**src/rtl/cos_divsqrt.sv**
```systemverilog
// ----------------------------------------------------------------------------
// cos_divsqrt: iterative square root and divider
// Floor square root of a 50-bit value, then two truncating divides, one bit
// per cycle each.
// ----------------------------------------------------------------------------
module cos_divsqrt (
  input  logic               clk_i,
  input  logic               rst_ni,
  input  logic               start_i,
  input  logic [49:0]        d2_i,
  input  logic signed [17:0] rsum_i,
  input  logic signed [24:0] dx_i,
  input  logic signed [24:0] dy_i,
  output logic               done_o,
  output logic signed [24:0] vx_o,
  output logic signed [24:0] vy_o
);
  typedef enum logic [3:0] {
    S_IDLE = 4'b0001, S_SQRT = 4'b0010, S_PREP = 4'b0100, S_DIV = 4'b1000
  } st_e;

  st_e         st_q, st_d;
  logic [49:0] rem_q, rem_d;
  logic [49:0] bit_q, bit_d;
  logic [49:0] root_q, root_d;
  logic [5:0]  cnt_q, cnt_d;
  logic        sel_q, sel_d;
  logic        neg_q, neg_d;
  logic [43:0] num_q, num_d;
  logic [43:0] quo_q, quo_d;
  logic [44:0] drem_q, drem_d;
  logic [25:0] den_q, den_d;
  logic signed [24:0] dxs_q, dys_q, rsum_q, vx_q, vx_d, vy_q, vy_d;
  logic signed [42:0] prod;
  logic signed [24:0] gap;
  logic [44:0] trial;
  logic [49:0] sum_rb;

  assign gap = $signed(root_q[24:0]) - rsum_q;
  assign prod = gap * (sel_q ? dys_q : dxs_q);
  assign trial = {drem_q[43:0], num_q[43]};
  assign sum_rb = root_q + bit_q;

  // sequencer: sqrt, then divide x then y
  always_comb begin
    st_d = st_q; rem_d = rem_q; bit_d = bit_q; root_d = root_q; cnt_d = cnt_q;
    sel_d = sel_q; neg_d = neg_q; num_d = num_q; quo_d = quo_q;
    drem_d = drem_q; den_d = den_q; vx_d = vx_q; vy_d = vy_q;
    done_o = 1'b0;
    case (st_q)
      S_IDLE: begin
        if (start_i) begin
          rem_d = d2_i; bit_d = 50'd1 << 48; root_d = '0; st_d = S_SQRT;
          sel_d = 1'b0;
        end
      end
      S_SQRT: begin
        if (bit_q == '0) st_d = S_PREP;
        else begin
          if (rem_q >= sum_rb) begin
            rem_d = rem_q - sum_rb; root_d = (root_q >> 1) + bit_q;
          end else root_d = root_q >> 1;
          bit_d = bit_q >> 2;
        end
      end
      S_PREP: begin
        neg_d = prod[42];
        num_d = prod[42] ? 44'(-prod) : 44'(prod);
        den_d = {root_q[24:0], 1'b0};
        drem_d = '0; quo_d = '0; cnt_d = 6'd44; st_d = S_DIV;
      end
      S_DIV: begin
        if (cnt_q == '0) begin
          if (!sel_q) begin
            vx_d = neg_q ? -25'(quo_q) : 25'(quo_q);
            sel_d = 1'b1; st_d = S_PREP;
          end else begin
            vy_d = neg_q ? -25'(quo_q) : 25'(quo_q);
            done_o = 1'b1; st_d = S_IDLE;
          end
        end else begin
          if (trial >= 45'(den_q)) begin
            drem_d = trial - 45'(den_q); quo_d = {quo_q[42:0], 1'b1};
          end else begin
            drem_d = trial; quo_d = {quo_q[42:0], 1'b0};
          end
          num_d = num_q << 1; cnt_d = cnt_q - 6'd1;
        end
      end
      default: st_d = S_IDLE;
    endcase
  end

  assign vx_o = vx_q;
  assign vy_o = vy_d;

  always_ff @(posedge clk_i or negedge rst_ni) begin
    if (!rst_ni) st_q <= S_IDLE;
    else st_q <= st_d;
  end

  always_ff @(posedge clk_i) begin
    rem_q <= rem_d; bit_q <= bit_d; root_q <= root_d; cnt_q <= cnt_d;
    sel_q <= sel_d; neg_q <= neg_d; num_q <= num_d; quo_q <= quo_d;
    drem_q <= drem_d; den_q <= den_d; vx_q <= vx_d; vy_q <= vy_d;
    if (start_i && st_q == S_IDLE) begin
      dxs_q <= dx_i; dys_q <= dy_i; rsum_q <= 25'(rsum_i);
    end
  end
endmodule

```
**config.mk**
```make
export PLATFORM = sky130hd
export DESIGN_NAME = cos_divsqrt
export DESIGN_NICKNAME = d
export VERILOG_FILES = /design/src/rtl/cos_divsqrt.sv
export SDC_FILE = /design/constraint.sdc
export NUM_CORES = 2
export LEC_CHECK = 0
export ABC_AREA = 1
export BUFFER_PORTS_ARGS = -buffer_cell sky130_fd_sc_hd__buf_2
export CAP_MARGIN = 5
export CORE_MARGIN = 2
export CORE_UTILIZATION = 60
export CTS_CLUSTER_DIAMETER = 60
export CTS_CLUSTER_SIZE = 16
export DETAILED_ROUTE_END_ITERATION = 16
export PLACE_DENSITY = 0.84
export SLEW_MARGIN = 5
export SYNTH_ARGS = -nofsm -noshare
export SYNTH_HDL_FRONTEND = slang
export SYNTH_SLANG_ARGS = --single-unit
```
**constraint.sdc**
```tcl
create_clock -name clk_i -period 9.1 [get_ports clk_i]
set_input_delay 0.91 -clock clk_i [delete_from_list [all_inputs] [get_ports clk_i]]
set_output_delay 0.91 -clock clk_i [all_outputs]
set_load 0.01 [all_outputs]
```
==> reports/qor.txt <==
Post-route ant nets - 0
Total Routed Length - 156000 um
Synth area leaders - fa_1 24%, edfxtp_1 22%, nand2_1 12%, inv_1 9.4%, ha_1 7.3%
First-pass GRT wire length - 242000 um
Crit-path max FO - 15
Core area - 82000 sq um
DP Worst Slack - -288 ps
Reg2reg start - rsum_q[3]
Vias in the first global route - 44179
Starting Density - 60.5%
Reg2reg end - num_q[36]
Final setup margin - 225 ps
Final hold viol count - 0
Max Freq - 113 MHz
Port-buffer cells - 171
Critical path's most frequent cell - nand2_1
Post-synth ARST share - 1.02%
Headroom to the max-slew limit - 19.1%
Root Buffer - clkbuf_16
Post-route minimum period - 8870 ps
Worst R2R Path Depth - 47
Slowest-stage cell, CP - fa_1
Area Growth Syn to Fin - 11.1%
Wirelength per Cell - 19.9 um
Die Height - 291 um
Cell Area, Synth - 49600 sq um
Slew Viols, Final - 0
Clk slew on worst S/H paths - 70 ps
Hpwl dp - 127000 um
Post-synth EDFFs - 364
Crit end category - register
# clock sinks - 393
Yosys cell types - 63
First-pass DRT Iterations - 7
Top cell type by total area after synthesis - fa_1
Status - finished, final reports clean
R2R setup slack - 230 ps
Post-Syn Instances - 6403
Final RePlAce weighted congestion - 1.05
Die width - 291 um
Syn_area_per_cell - 7.74 sq um
Startpoint types - register
Row cnt - 105
Htree depth - 2
IO Pins - 172
Critical Path Start - rsum_q[3]
Clk buf depth - 3
RSZ-0062 raised after global routing - true
Hold crit path type - in2async
Initial DRC count - 4480
DRC errors left - 0
Worst skew pair latency - 560 ps
Vias per inst - 5.73
Pin count of the biggest net entering global routing - 110
Post-synth top flop - edfxtp_1
Tot GR Track Use - 36.5%
CTS Hold Bufs - 0
Grt ovf - 0
Arr. time, crit path - 9180 ps
Worst slew pin tran - 1200 ps
Share of cells above drive strength 1 - 11.1%
Die area - 84900 sq um
DR vias - 44806
Layout net count - 7716
Post-Route Skew - 36.8 ps
Synth warn - 0
Synthesized net count - 7395
Crit path required time - 9400 ps
Max incr delay on CP - 590 ps
#FFs+latches synth - 393
Synth top area share - 23.5%
Initial antenna violation count - 11
CTS tree - built
Setup Viol. Count Final - 0
Crit share post-route - 97.5%
Kind of critical path - reg2reg
Max_cap viols - 0
Sequential fraction of the synthesis area - 23.3%
Total CTS buffers - 36
[sequential cells by signal (all words and copies together), names as in the netlist]
| register | flops |
|---|---|
| bit_q | 25 |
| neg_q | 1 |
| vy_q | 25 |
| dys_q | 25 |
| quo_q | 25 |
| rem_q | 50 |
| num_q | 44 |
| root_q | 50 |
| dxs_q | 25 |
| vx_o | 25 |
| den_q | 25 |
| cnt_q | 6 |
| rsum_q | 18 |
| st_q | 4 |
| sel_q | 1 |
| drem_q | 44 |
[cells in the mapped netlist, types with 11 or more instances]
library cell,instances
nand2_1,1610
inv_1,1235
nor2_1,724
fa_1,583
edfxtp_1,364
ha_1,288
a21oi_1,262
nand3_1,258
o21ai_0,234
xor2_1,135
clkbuf_1,112
xnor2_1,90
nand4_1,57
or2_2,47
nor3_1,32
a31oi_1,28
o21ai_1,26
dfxtp_1,25
nand3_2,25
buf_2,19
nand3b_1,18
nor4_1,17
o22ai_1,17
clkinv_1,16
o21bai_1,16
nand2_2,15
a21o_1,14
o31ai_1,11
[cell families (layout without fill, tap and decap cells)]
family | count (synthesis) | in the layout | share of synthesized area [%]
other cells | 0 | 3 | 0
compound gates | 663 | 663 | 7.38
buf+inv | 1411 | 1757 | 10.9
mux | 5 | 5 | 0.101
xor+xnor | 225 | 225 | 3.98
fa+ha+maj | 871 | 871 | 30.8
flops | 393 | 393 | 23.3
simple gates | 2835 | 2835 | 23.6
[cell usage in the layout (no fill, tap or decap), types with 16 or more instances in the layout]
cell type	n
inv_1	1229
o21ai_1	26
nand2_1	1582
ha_1	269
edfxtp_1	364
nor4_1	16
or2_2	47
buf_4	244
xor2_1	134
o21bai_1	16
nor2_1	682
nor2_2	40
nor3_1	26
o21ai_0	231
clkbuf_16	36
fa_1	578
nand3_1	248
dfxtp_1	25
buf_2	171
o22ai_1	17
nand3b_1	18
nand4_1	57
a21oi_1	247
a31oi_1	28
nand3_2	35
xnor2_1	86
nand2_2	36
[final cells by class]
cell class	instances	area, sq um
clock buffer	48	966
multi-input combinational	4599	33300
inverter	1261	4750
tap	1070	1340
clock inverter	15	180
antenna	3	7.51
sequential	393	11500
timing repair buffer	433	3020
fill	6925	26900
[critical path: cells and delay by family (launching register included)]
kind / cells / cell delay [ps]
compound gates: 3 / 540
fa+ha+maj: 9 / 3990
simple gates: 25 / 2520
flops: 1 / 500
buf+inv: 10 / 1060
[stage by stage]
stage | std cells | cell area, sq um | hold WS, ps | setup TNS [ps] | utilization (%)
after floorplan | 6403 | 49600 | 426 | 0 | -
after global placement | 7745 | 53200 | 423 | -1110 | 64.9
after detailed placement | 7745 | 53200 | 438 | -1250 | 64.9
after CTS | 7809 | 54400 | 174 | 0 | 66.4
after global routing | 7820 | 55100 | 178 | -2020 | 67.2
final | 7822 | 55100 | 191 | 0 | 67.2
[metal layers]
layer | wire length [um] | track usage (%) | up-vias
met5 | 41 | 0 | -
met4 | 6010 | 11.8 | 6
met3 | 18100 | 8.14 | 437
met2 | 68500 | 56.3 | 2338
met1 | 63000 | 51.4 | 21507
li1 | - | - | 20518
[worst max-delay path by stage]
stage | to | slack, ps
4_1_cts | num_q[39] | 2
5_1_grt | num_q[29] | -170
2_1_floorplan | rem_q[0] | 1040
6_report | num_q[36] | 230
3_3_place_gp | num_q[42] | -280
3_5_place_dp | num_q[42] | -290
[timing repair]
action,4_1_cts,5_1_grt
buffers inserted,1,10
resized for setup,11,154
hold endpoints to repair,0,0
gates cloned,0,0
setup endpoints to repair,34,43
pin swaps,0,23
Power is not shown: default switching activity piles up to over one toggle a cycle in this logic, so the estimate is an artifact.
